--- config.mk ---
export PLATFORM = sky130hd
export DESIGN_NAME = replay_guard_seq_cache
export DESIGN_NICKNAME = d
export VERILOG_FILES = /design/src/rtl/core/rgsc_pkg.sv /design/src/rtl/core/rgsc_sub_unit.sv /design/src/rtl/core/rgsc_ring.sv /design/src/rtl/core/replay_guard_seq_cache.sv
export SDC_FILE = /design/constraint.sdc
export NUM_CORES = 1
export LEC_CHECK = 0
export BUFFER_PORTS_ARGS = -buffer_cell sky130_fd_sc_hd__buf_2
export CAP_MARGIN = 20
export CORE_ASPECT_RATIO = 1.5
export CORE_UTILIZATION = 30
export CTS_CLUSTER_SIZE = 12
export DETAILED_ROUTE_END_ITERATION = 6
export PLACE_DENSITY = 0.49
export SETUP_SLACK_MARGIN = 0.4
export SLEW_MARGIN = 10
export SYNTH_ARGS = -nofsm -noshare
export SYNTH_HDL_FRONTEND = slang
export SYNTH_SLANG_ARGS = --single-unit
--- constraint.sdc ---
create_clock -name i_clk -period 9 [get_ports i_clk]
set_input_delay 1.8 -clock i_clk [delete_from_list [all_inputs] [get_ports i_clk]]
set_output_delay 1.8 -clock i_clk [all_outputs]
set_load 0.05 [all_outputs]
--- src/rtl/core/rgsc_pkg.sv ---
// shared types and constants of the replay guard with sequence cache
`timescale 1ns / 1ps

package rgsc_pkg;

    localparam int CACHE_DEPTH   = 8;
    localparam int MAX_REPLY_LEN = 256;

    localparam int SEQ_W   = 32;
    localparam int FP_W    = 16;
    localparam int RLEN_W  = 16;
    localparam int SLOT_W  = (CACHE_DEPTH > 1) ? $clog2(CACHE_DEPTH) : 1;
    localparam int DEP_W   = $clog2(CACHE_DEPTH + 1);
    localparam int LEN_W   = $clog2(MAX_REPLY_LEN + 1);
    localparam int CFG_W   = 8;
    localparam int PDATA_W = 32;
    localparam int PADDR_W = 3;

    // register indexes
    localparam int REG_RING_DEPTH = 0;

    typedef enum logic [0:0] {
        CMD_CHECK  = 1'b0,
        CMD_COMMIT = 1'b1
    } t_cmd;

    typedef enum logic [1:0] {
        V_FRESH  = 2'd0,
        V_STALE  = 2'd1,
        V_CACHED = 2'd2,
        V_COMMIT = 2'd3
    } t_verdict;

    typedef struct packed {
        logic              en;
        logic [SLOT_W-1:0] addr;
        logic [SEQ_W-1:0]  seq;
        logic [FP_W-1:0]   fp;
        logic [LEN_W-1:0]  len;
    } t_ring_wr;

    typedef struct packed {
        logic             used;
        logic [SEQ_W-1:0] seq;
        logic [FP_W-1:0]  fp;
        logic [LEN_W-1:0] len;
    } t_ring_rd;

    typedef struct packed {
        logic [SEQ_W-1:0] diff;
        logic             zero;
        logic             neg;
    } t_sub_res;

endpackage

--- src/rtl/core/rgsc_sub_unit.sv ---
// shared 32-bit subtract and compare unit
`timescale 1ns / 1ps

module rgsc_sub_unit
    import rgsc_pkg::*;
(
    input  logic [SEQ_W-1:0] i_a,
    input  logic [SEQ_W-1:0] i_b,
    output t_sub_res         o_res
);

    logic [SEQ_W-1:0] diff;

    assign diff       = i_a - i_b;
    assign o_res.diff = diff;
    assign o_res.zero = (diff == '0);
    assign o_res.neg  = diff[SEQ_W-1];

endmodule

--- src/rtl/core/rgsc_ring.sv ---
// ring of cached entries with used bits and registered read port
`timescale 1ns / 1ps

module rgsc_ring
    import rgsc_pkg::*;
(
    input  logic              i_clk,
    input  logic              i_rst_n,
    input  t_ring_wr          i_wr,
    input  logic              i_rd_en,
    input  logic [SLOT_W-1:0] i_rd_addr,
    output t_ring_rd          o_rd
);

    logic [CACHE_DEPTH-1:0] r_used;
    logic [SEQ_W-1:0]       r_seq_mem [CACHE_DEPTH];
    logic [FP_W-1:0]        r_fp_mem  [CACHE_DEPTH];
    logic [LEN_W-1:0]       r_len_mem [CACHE_DEPTH];
    logic                   r_rd_used;
    logic [SEQ_W-1:0]       r_rd_seq;
    logic [FP_W-1:0]        r_rd_fp;
    logic [LEN_W-1:0]       r_rd_len;

    // used bits are cleared by reset
    always_ff @(posedge i_clk) begin
        if (!i_rst_n) begin
            r_used    <= '0;
            r_rd_used <= 1'b0;
        end else begin
            if (i_wr.en) begin
                r_used[i_wr.addr] <= 1'b1;
            end
            if (i_rd_en) begin
                r_rd_used <= r_used[i_rd_addr];
            end
        end
    end

    always_ff @(posedge i_clk) begin
        if (i_wr.en) begin
            r_seq_mem[i_wr.addr] <= i_wr.seq;
            r_fp_mem[i_wr.addr]  <= i_wr.fp;
            r_len_mem[i_wr.addr] <= i_wr.len;
        end
        if (i_rd_en) begin
            r_rd_seq <= r_seq_mem[i_rd_addr];
            r_rd_fp  <= r_fp_mem[i_rd_addr];
            r_rd_len <= r_len_mem[i_rd_addr];
        end
    end

    assign o_rd.used = r_rd_used;
    assign o_rd.seq  = r_rd_seq;
    assign o_rd.fp   = r_rd_fp;
    assign o_rd.len  = r_rd_len;

endmodule

--- src/rtl/core/replay_guard_seq_cache.sv ---
// top level of the anti-replay guard: sequencer, config register, output register
//
//  channel   direction  handshake             payload
//  -------   ---------  --------------------  ---------------------------------------
//  request   in         i_valid / o_ready     i_cmd, i_seq, i_payload_fp, i_reply_len
//  result    out        o_valid / i_ready     o_verdict, o_slot, o_reply_length
//  config    in         psel/penable/pready   paddr, pwrite, pwdata, prdata
//
//  a check that comes out fresh goes from accept through the fresh and done states to o_valid
//  a stale or cached check walks the ring one slot per cycle, up to the active ring depth
//  a commit passes the fresh state, then the subtract steps of the slot wrap, then the done state
//  one shared subtractor does the sequence compare, the slot matching and the wrap
//  reset is synchronous, active low, and leaves the ring empty with no clearing pass
//  a transaction is taken again as soon as the result sits in the output register
`timescale 1ns / 1ps

module replay_guard_seq_cache
    import rgsc_pkg::*;
(
    input  logic               i_clk,
    input  logic               i_rst_n,
    // request channel
    input  logic               i_valid,
    output logic               o_ready,
    input  logic               i_cmd,
    input  logic [SEQ_W-1:0]   i_seq,
    input  logic [FP_W-1:0]    i_payload_fp,
    input  logic [RLEN_W-1:0]  i_reply_len,
    // result channel
    output logic               o_valid,
    input  logic               i_ready,
    output logic [1:0]         o_verdict,
    output logic [SLOT_W-1:0]  o_slot,
    output logic [LEN_W-1:0]   o_reply_length,
    // config port
    input  logic               psel,
    input  logic               penable,
    input  logic               pwrite,
    input  logic [PADDR_W-1:0] paddr,
    input  logic [PDATA_W-1:0] pwdata,
    output logic [PDATA_W-1:0] prdata,
    output logic               pready
);

    typedef enum logic [2:0] {
        S_IDLE,
        S_FRESH,
        S_SCAN,
        S_MOD,
        S_DONE
    } t_state;

    t_state            r_state;

    // latched transaction
    t_cmd              r_cmd;
    logic [SEQ_W-1:0]  r_seq;
    logic [FP_W-1:0]   r_fp;
    logic [LEN_W-1:0]  r_len;

    // guard state
    logic [CFG_W-1:0]  r_ring_depth;
    logic [SEQ_W-1:0]  r_last_seq;
    logic              r_seen_any;
    logic [SLOT_W-1:0] r_next_slot;

    // scan and wrap bookkeeping
    logic [DEP_W-1:0]  r_idx;
    logic              r_pend;
    logic [SLOT_W-1:0] r_pidx;
    logic [DEP_W-1:0]  r_mod;

    // pending result
    t_verdict          r_res_verdict;
    logic [SLOT_W-1:0] r_res_slot;
    logic [LEN_W-1:0]  r_res_len;

    // output register
    logic              r_out_valid;
    t_verdict          r_out_verdict;
    logic [SLOT_W-1:0] r_out_slot;
    logic [LEN_W-1:0]  r_out_len;

    logic [DEP_W-1:0]  eff_depth;
    logic [SEQ_W-1:0]  sub_a;
    logic [SEQ_W-1:0]  sub_b;
    t_sub_res          sub_res;
    logic              is_fresh;
    logic              scan_issue;
    logic              scan_hit;
    logic              out_free;
    logic              cfg_wr;
    logic [LEN_W-1:0]  clamped_len;
    t_ring_wr          ring_wr;
    t_ring_rd          ring_rd;

    // 0, or anything above the ring size, selects the full ring
    assign eff_depth = (r_ring_depth == '0 || r_ring_depth > CFG_W'(CACHE_DEPTH))
                       ? DEP_W'(CACHE_DEPTH) : r_ring_depth[DEP_W-1:0];

    // saturate the reply length on the way in
    assign clamped_len = (i_reply_len > RLEN_W'(MAX_REPLY_LEN))
                         ? LEN_W'(MAX_REPLY_LEN) : i_reply_len[LEN_W-1:0];

    // operand select for the shared subtractor
    always_comb begin
        unique case (r_state)
            S_SCAN: begin
                sub_a = r_seq;
                sub_b = ring_rd.seq;
            end
            S_MOD: begin
                sub_a = SEQ_W'(r_mod);
                sub_b = SEQ_W'(eff_depth);
            end
            default: begin
                sub_a = r_seq;
                sub_b = r_last_seq;
            end
        endcase
    end

    rgsc_sub_unit u_sub (
        .i_a   (sub_a),
        .i_b   (sub_b),
        .o_res (sub_res)
    );

    // newer means a positive, non-zero wrapping difference
    assign is_fresh = !r_seen_any || (!sub_res.zero && !sub_res.neg);

    // scan: issue slot r_idx while the slot whose data just came back is compared
    assign scan_issue = (r_state == S_SCAN) && (r_idx < eff_depth);
    assign scan_hit   = r_pend && ring_rd.used && sub_res.zero;

    // commit writes the ring while the freshness compare runs
    assign ring_wr.en   = (r_state == S_FRESH) && (r_cmd == CMD_COMMIT);
    assign ring_wr.addr = r_next_slot;
    assign ring_wr.seq  = r_seq;
    assign ring_wr.fp   = r_fp;
    assign ring_wr.len  = r_len;

    rgsc_ring u_ring (
        .i_clk     (i_clk),
        .i_rst_n   (i_rst_n),
        .i_wr      (ring_wr),
        .i_rd_en   (scan_issue),
        .i_rd_addr (r_idx[SLOT_W-1:0]),
        .o_rd      (ring_rd)
    );

    assign out_free = !r_out_valid || i_ready;

    // sequencer and registered outputs
    always_ff @(posedge i_clk) begin
        if (!i_rst_n) begin
            r_state     <= S_IDLE;
            r_last_seq  <= '0;
            r_seen_any  <= 1'b0;
            r_next_slot <= '0;
            r_pend      <= 1'b0;
            r_out_valid <= 1'b0;
        end else begin
            // the done state reloads the output register itself
            if (r_out_valid && i_ready && r_state != S_DONE) begin
                r_out_valid <= 1'b0;
            end
            unique case (r_state)
                S_IDLE: begin
                    if (i_valid) begin
                        r_cmd   <= t_cmd'(i_cmd);
                        r_seq   <= i_seq;
                        r_fp    <= i_payload_fp;
                        r_len   <= clamped_len;
                        r_state <= S_FRESH;
                    end
                end
                S_FRESH: begin
                    if (r_cmd == CMD_COMMIT) begin
                        r_res_verdict <= V_COMMIT;
                        r_res_slot    <= r_next_slot;
                        r_res_len     <= r_len;
                        if (is_fresh) begin
                            r_last_seq <= r_seq;
                            r_seen_any <= 1'b1;
                        end
                        r_mod   <= DEP_W'(r_next_slot) + DEP_W'(1);
                        r_state <= S_MOD;
                    end else if (is_fresh) begin
                        r_res_verdict <= V_FRESH;
                        r_res_slot    <= '0;
                        r_res_len     <= '0;
                        r_state       <= S_DONE;
                    end else begin
                        r_idx   <= '0;
                        r_pend  <= 1'b0;
                        r_state <= S_SCAN;
                    end
                end
                S_SCAN: begin
                    r_pend <= scan_issue;
                    r_pidx <= r_idx[SLOT_W-1:0];
                    r_idx  <= r_idx + DEP_W'(1);
                    if (scan_hit) begin
                        // first matching sequence decides, even on a fingerprint miss
                        if (ring_rd.fp == r_fp) begin
                            r_res_verdict <= V_CACHED;
                            r_res_slot    <= r_pidx;
                            r_res_len     <= ring_rd.len;
                        end else begin
                            r_res_verdict <= V_STALE;
                            r_res_slot    <= '0;
                            r_res_len     <= '0;
                        end
                        r_state <= S_DONE;
                    end else if (!scan_issue) begin
                        r_res_verdict <= V_STALE;
                        r_res_slot    <= '0;
                        r_res_len     <= '0;
                        r_state       <= S_DONE;
                    end
                end
                S_MOD: begin
                    // wrap by repeated subtraction of the ring depth
                    if (!sub_res.neg) begin
                        r_mod <= sub_res.diff[DEP_W-1:0];
                    end else begin
                        r_next_slot <= r_mod[SLOT_W-1:0];
                        r_state     <= S_DONE;
                    end
                end
                S_DONE: begin
                    if (out_free) begin
                        r_out_valid   <= 1'b1;
                        r_out_verdict <= r_res_verdict;
                        r_out_slot    <= r_res_slot;
                        r_out_len     <= r_res_len;
                        r_state       <= S_IDLE;
                    end
                end
                default: begin
                    r_state <= S_IDLE;
                end
            endcase
        end
    end

    assign o_ready        = (r_state == S_IDLE);
    assign o_valid        = r_out_valid;
    assign o_verdict      = r_out_verdict;
    assign o_slot         = r_out_slot;
    assign o_reply_length = r_out_len;

    // config register, one write per access phase
    assign pready = 1'b1;
    assign cfg_wr = psel && penable && pwrite
                    && (paddr[PADDR_W-1:2] == (PADDR_W-2)'(REG_RING_DEPTH));

    always_ff @(posedge i_clk) begin
        if (!i_rst_n) begin
            r_ring_depth <= '0;
        end else if (cfg_wr) begin
            r_ring_depth <= pwdata[CFG_W-1:0];
        end
    end

    assign prdata = (paddr[PADDR_W-1:2] == (PADDR_W-2)'(REG_RING_DEPTH))
                    ? PDATA_W'(r_ring_depth) : '0;

`ifndef NO_ASSERTIONS
    // the sequencer is busy in the cycle after it accepts a transaction
    a_busy_after_accept: assert property (@(posedge i_clk) disable iff (!i_rst_n)
        (i_valid && o_ready) |=> !o_ready)
        else $error("request taken while previous one still in flight");

    // fresh and stale results carry no slot and no length
    a_plain_fields_zero: assert property (@(posedge i_clk) disable iff (!i_rst_n)
        (o_valid && (o_verdict == V_FRESH || o_verdict == V_STALE))
        |-> (o_slot == '0 && o_reply_length == '0))
        else $error("fresh or stale result with nonzero slot or length");

    // a cache hit lies inside the active part of the ring
    a_hit_in_depth: assert property (@(posedge i_clk) disable iff (!i_rst_n)
        (o_valid && o_verdict == V_CACHED) |-> (DEP_W'(o_slot) < eff_depth))
        else $error("cached slot outside the active ring depth");

    // a committed length never exceeds the saturation limit
    a_commit_len: assert property (@(posedge i_clk) disable iff (!i_rst_n)
        (o_valid && o_verdict == V_COMMIT) |-> (o_reply_length <= LEN_W'(MAX_REPLY_LEN)))
        else $error("committed reply length above limit");
`endif

endmodule

# [Word-level counts from Yosys, hierarchy flattened]
# Memory sizes are Yosys's and may differ from the RTL's. A register that Yosys moved wholly into a read port is not among the register bits.
# Cells that the tools add are included.
[totals] ff_bits=155 ram_bits=456 input_bits=107 elab_cells=132 n_memories=3
[memory_table] memory="u_ring.r_seq_mem" depth=8 width=32 read_ports=1 rd_ports_with_merged_regs=1 wr=1 line_no="rgsc_ring.sv:16" rtl="logic [SEQ_W-1:0] r_seq_mem [CACHE_DEPTH];"
[memory_table] memory="u_ring.r_fp_mem" depth=8 width=16 read_ports=1 rd_ports_with_merged_regs=1 wr=1 line_no="rgsc_ring.sv:17" rtl="logic [FP_W-1:0] r_fp_mem [CACHE_DEPTH];"
[memory_table] memory="u_ring.r_len_mem" depth=8 width=9 read_ports=1 rd_ports_with_merged_regs=1 wr=1 line_no="rgsc_ring.sv:18" rtl="logic [LEN_W-1:0] r_len_mem [CACHE_DEPTH];"
[classes] n_addsub=3 order_cmp=6 eq_ne=15 mux=48 bitwise_logic=2 reduce_logical=33
[op_table] operator="$pmux W32 S2" n=1
[op_table] operator="$mux W9" n=5
[op_table] operator="$mux W3" n=12
[op_table] operator="$logic_not A32 Y1" n=1
[op_table] operator="$mux W32" n=1
[op_table] operator="$sub A32 B32 Y32" n=1
[op_table] operator="$mux W4" n=5
[op_table] operator="$pmux W9 S2" n=1
[op_table] operator="$eq A16 B16 Y1" n=1
[op_table] operator="$gt A16 B9 Y1 const B" n=1
[op_table] operator="$pmux W4 S2" n=2
[op_table] operator="$reduce_and A4 Y1" n=4
[op_table] operator="$pmux W3 S5" n=1
[op_table] operator="$ne A2 B2 Y1 const B" n=6
[op_table] operator="$reduce_and A3 Y1" n=4
[op_table] operator="$logic_and A1 B1 Y1" n=11
[op_table] operator="$mux W2" n=5
[op_table] operator="$mux W1" n=9
[op_table] operator="$ne A3 B3 Y1 const B" n=3
[op_table] operator="$gt A8 B4 Y1 const B" n=1
[op_table] operator="$logic_not A8 Y1" n=1
[op_table] operator="$lt A3 B4 Y1 const B" n=2
[op_table] operator="$mux W8" n=1
[op_table] operator="$or A8 B8 Y8" n=1
[op_table] operator="other kinds (19)" n=27

# [Logic depth before layout (Yosys ltp)]
[depth] ltp_word=12 depth_mapped=21 depth_no_buf=20

# [By module]
# From an unflattened synthesis, not the netlist that was laid out.
[hier_totals] cells_unflattened=1602 area_unflattened_um2=27570.2
[by_module_without_submodules] mod="rgsc_ring" instances=1 cells_per_inst=755 area_per_inst_um2=19175.9 seq_area_each_um2=15584.9
[by_module_without_submodules] mod="replay_guard_seq_cache" instances=1 cells_per_inst=574 area_per_inst_um2=6531.3 seq_area_each_um2=3893.7
[by_module_without_submodules] mod="rgsc_sub_unit" instances=1 cells_per_inst=273 area_per_inst_um2=1863.0 seq_area_each_um2=0.0

# [Worst setup path after synthesis]
# OpenSTA, ideal clock, no wires.
[synth_timing] path_kind="register to register" startpoint="register r_ring_depth[4]" endpoint="register r_res_len[0], enable pin" arrival_ps=6937 t_required_ps=8608 path_slack_ps=1671 stages_incl_launch_ff=11 cell_sequence="dfxtp_1 -> or4_1 -> nor2_1 -> nand2_1 -> ha_1 -> o21ai_0 -> nand2b_1 -> a21o_1 -> a211oi_1 -> and2_1 -> a311oi_1"
[synth_lines] item="from (decl)" line_no="replay_guard_seq_cache.sv:62" rtl="logic [CFG_W-1:0] r_ring_depth;"
[synth_lines] item="from (signal assigned)" line_no="replay_guard_seq_cache.sv:263" rtl="r_ring_depth <= pwdata[CFG_W-1:0];"
[synth_lines] item="$gt A8 B4 Y1 / $logic_not A8 Y1 (equally long branches)" line_no="replay_guard_seq_cache.sv:98" rtl="assign eff_depth = (r_ring_depth == '0 || r_ring_depth > CFG_W'(CACHE_DEPTH))"
[synth_lines] item="$logic_or A1 B1 Y1 (*)" line_no="replay_guard_seq_cache.sv:98"
[synth_lines] item="$mux W4 (*)" line_no="replay_guard_seq_cache.sv:99" rtl="? DEP_W'(CACHE_DEPTH) : r_ring_depth[DEP_W-1:0];"
[synth_lines] item="$lt A4 B4 Y1 (*)" line_no="replay_guard_seq_cache.sv:133" rtl="assign scan_issue = (r_state == S_SCAN) && (r_idx < eff_depth);"
[synth_lines] item="$logic_and A1 B1 Y1 (*)" line_no="replay_guard_seq_cache.sv:133"
[synth_lines] item="via scan_issue" line_no="replay_guard_seq_cache.sv:89" rtl="logic scan_issue;"
[synth_lines] item="$ne A3 B3 Y1 (no source line) (*)"
[synth_lines] item="$reduce_and A4 Y1 (no source line) (*)"
[synth_lines] item="to (signal assigned)" line_no="replay_guard_seq_cache.sv:182" rtl="r_res_len <= r_len;"
[synth_lines] item="to (signal assigned)" line_no="replay_guard_seq_cache.sv:209" rtl="r_res_len <= ring_rd.len;"
[synth_lines] item="to (decl)" line_no="replay_guard_seq_cache.sv:76" rtl="logic [LEN_W-1:0] r_res_len;"
# Mark *: on every way through the listed nets, which the timed path passes. The rest lies on a longest branch.
# A chain may end at the register's enable or synchronous reset.

# [Final worst setup path]
[layout_timing] startpoint="register r_ring_depth[4]" endpoint="register r_res_len[4], enable pin"
[layout_between] elab_chain_cells=11
[layout_rtl] item="$gt A8 B4 Y1 / $logic_not A8 Y1 (equally long branches)" line_no="replay_guard_seq_cache.sv:98"
[layout_rtl] item="$logic_or A1 B1 Y1 (*)" line_no="replay_guard_seq_cache.sv:98"
[layout_rtl] item="$mux W4 (*)" line_no="replay_guard_seq_cache.sv:99"
[layout_rtl] item="$pmux W32 S2" line_no="replay_guard_seq_cache.sv:107" rtl="unique case (r_state)"
[layout_rtl] item="$sub A32 B32 Y32" line_no="rgsc_sub_unit.sv:14" rtl="assign diff = i_a - i_b;"
[layout_rtl] item="$logic_not A32 Y1" line_no="rgsc_sub_unit.sv:16" rtl="assign o_res.zero = (diff == '0);"
[layout_rtl] item="$logic_not A1 Y1" line_no="replay_guard_seq_cache.sv:130" rtl="assign is_fresh = !r_seen_any || (!sub_res.zero && !sub_res.neg);"
[layout_rtl] item="$logic_and A1 B1 Y1" line_no="replay_guard_seq_cache.sv:130"
[layout_rtl] item="$logic_or A1 B1 Y1" line_no="replay_guard_seq_cache.sv:130"
[layout_rtl] item="$ne A3 B3 Y1 (no source line)"
[layout_rtl] item="$reduce_and A4 Y1 (no source line) (*)"
# Every way passes the cells marked *; elsewhere a longest branch is shown, timed or not.

==> flow_summary.ini <==
[routing]
avgRoutedWirePerCell_um = 22.6
first_iter_violations = 805
drcViolationCount = 0
dr.pass1.iters = 5
wl_mm = 67.2
vias_per_cell = 4.95
vias = 14700
antenna_left = 0

[clocking]
h-tree-depth = 3
clkSinkCount = 668
insertion_delay_ns = 0.64
cts.clk_slew.worst_paths_ns = 0.06
holdBufCountCts = 0
cts_buffers = 71
cts_setup_buffers = 0
cts-root-buf = clkbuf_16
cts-resized-gates = 0
cts_tree = done
cts_buffer_depth = 3

[setup_path]
cp_num_buf_inv = 2
cp.arrival_ns = 6.66
r2r_start = r_ring_depth[4]$_SDFFE_PN0P_
rrSetupSlack_ns = 2.65
required_ns = 9.32
worst_path_largest_cell_delay_ns = 0.77
worstSetupPathType = flop to flop
crit_slowest_cell = a2111oi_2
start_kind = flop
ff2ff_path_depth = 19
worstPathCellList = or4_1, nor2_1, nand2_1, nor2_1, a21oi_1, o21ai_0, inv_1, ha_1, nor2b_1, o2111a_1, o21ai_1, a2111oi_2, or4_1, o211ai_2, or4_4, or4_4, and2_1, a311oi_2, buf_4
rr_endpoint = r_res_len[4]$_DFFE_PP_
cp_max_fo = 14
cp-end-kind = flop
cp.depth = 19
crit_family = simple AND/OR/NAND/NOR gates

[place]
portBuffers = 104
gp_congestion = 0.942
place_ws_ns = 2.67
place.detailed.hpwl_mm = 40.3
dpl-instance-area_um2 = 29700

[timing]
fin_crit_ns = 6.35
finalMaxSlewViolations = 0
setup_viol = 0
worst_slack_ns = 2.65
tns_ns = 0
fin_crit_sh_pct = 70.5
slew_headroom_pct = 33.9
grt_setup_unrepaired = no
skew_ns = 0.0223
tightestPinTransition_ns = 0.989
fmax_mhz = 158
finalHoldViolations = 0

[worst_hold_path]
hold_path_depth = 0
min_to = o_reply_length[8]$_DFFE_PP_
hp-class = flop to flop
hp-start = r_res_len[8]$_DFFE_PP_

[grt]
grt_pass1_vias = 15500
antenna_found_initial = 2
grtUsageTotal_pct = 14.4
grt_max_degree = 120
grt_pass1_wl_mm = 99.9
overflow = 0

[logic_synthesis]
synth-seq-area-share_pct = 69.8
synth_area_leaders = edfxtp_1 66%, mux4_2 9.4%, dfxtp_1 4.2%, mux2_2 2.5%, ha_1 1.6%
dominantRegCellSynth = edfxtp_1
synth_edf_count = 610
ys_ff_latch = 668
syn_avg_cell_area_um2 = 17.2
synth_top_cell_area_share_pct = 65.7
synth_cell_type_count = 81
netlist_area_um2 = 27900
yosys_warnings = 0
async_flop_share_pct = 0
yosysTopAreaCell = edfxtp_1
synth_most_common_cell = edfxtp_1
syn_inst = 1626
ys_top_cells_by_count = 610 x edfxtp_1, 116 x mux4_2, 73 x nand2_1, 67 x a21oi_1, 62 x mux2_2

[final_layout]
nets = 1890
n_antenna_cell = 0
syn_to_final_growth_pct = 14.5
final_util_pct = 34.8
drive_gt1_share_pct = 24.1
final_area_um2 = 31900

[floorplanning]
dieArea_um2 = 94200
rows = 136
die_h_um = 375
io_pins = 156
die_w_um = 251
design.core.area_um2 = 91900
start_util_pct = 30.3

[pwr]
p_per_area_nw_per_um2 = 212
design_power_total_mw = 6.78
peakVddDrop_mv = 0.121
leakage_nw = 10.6

[status]
status = completed

[run]
maxCapViolations = 0
[sequential cells by signal, indices dropped and copies added, names as in the netlist, 8 cells and up]
register,cells
o_reply_length,9
r_fp,16
r_last_seq,32
r_len,9
r_res_len,9
r_ring_depth,8
r_seq,32
u_ring.r_fp_mem,128
u_ring.r_len_mem,72
u_ring.r_rd_fp,16
u_ring.r_rd_len,9
u_ring.r_rd_seq,32
u_ring.r_seq_mem,256
u_ring.r_used,8
[metal layers]
metal	share of wire (%)	track usage, %	vias to the layer above	routed length (um)
li1	-	-	6639	-
met1	39	16.0	7642	26400
met2	54	26.9	307	36400
met3	3.2	2.26	104	2180
met4	3.2	5.78	4	2120
met5	0.040	0	-	27
[area by class of cell]
type                            instances  area (um^2)
Clock buffer                          100         1960
Multi-Input combinational cell        859         8000
Inverter                               12         45.0
Timing Repair Buffer                  134          778
Tap cell                             1173         1470
Clock inverter                         22          206
Fill cell                            8740        60000
Sequential cell                       668        19500
[through the flow]
stage          hold slack [ns]  instances
3_3_place_gp             0.406       2845
6_report                 0.419       2968
4_1_cts                  0.420       2967
2_1_floorplan            0.400       1649
5_1_grt                  0.427       2968
3_5_place_dp             0.406       2845
[cell families (layout without fill, tap and decap cells)]
kind of cell / Yosys count / count (layout) / share of synthesized area, %
DFF: 668 / 668 / 69.8
and+or+nand+nor: 317 / 317 / 6.27
other: 2 / 25 / 0.0269
muxes: 220 / 220 / 13.4
xor gates and xnor gates: 31 / 31 / 0.974
buffers and inverters: 122 / 268 / 2.12
adders and majority gates: 37 / 37 / 1.69
AOI/OAI and AO/OA: 229 / 229 / 5.69
[power breakdown]
| part | total (mW) | internal, mW | switching [mW] |
|---|---|---|---|
| sequential | 3.50 | 3.44 | 0.0529 |
| combinational | 0.500 | 0.178 | 0.322 |
| clock | 2.79 | 1.60 | 1.18 |
| total | 6.78 | 5.22 | 1.56 |
[worst max-delay path by stage]
stage | to | slack, ns | start
CTS | r_res_len[7]$_DFFE_PP_ | 2.64 | r_ring_depth[4]$_SDFFE_PN0P_
global placement | r_res_len[1]$_DFFE_PP_ | 2.68 | r_ring_depth[4]$_SDFFE_PN0P_
floorplan | r_res_len[0]$_DFFE_PP_ | 1.67 | r_ring_depth[4]$_SDFFE_PN0P_
finish | r_res_len[4]$_DFFE_PP_ | 2.65 | r_ring_depth[4]$_SDFFE_PN0P_
global route | r_res_len[0]$_DFFE_PP_ | 2.35 | r_ring_depth[4]$_SDFFE_PN0P_
detailed placement | r_res_len[1]$_DFFE_PP_ | 2.67 | r_ring_depth[4]$_SDFFE_PN0P_
[layout by cell type (no fill, tap or decap), drive strengths merged, types with 7 or more instances in the layout]
cell / instances
or2: 7
a22o: 13
mux2i: 41
o211ai: 8
mux4: 116
xnor2: 13
nand4: 14
nor3: 12
o21a: 19
o21ai: 35
clkinv: 14
ha: 36
and2: 42
dfxtp: 58
nand3: 13
nand2: 73
edfxtp: 610
inv: 15
a21boi: 11
a21oi: 69
mux2: 63
nor4: 11
buf: 134
nand2b: 10
and3: 38
xor2: 18
nor2: 28
nor2b: 51
conb: 25
clkbuf: 100
a21o: 13
(Power assumes the default switching activity.)
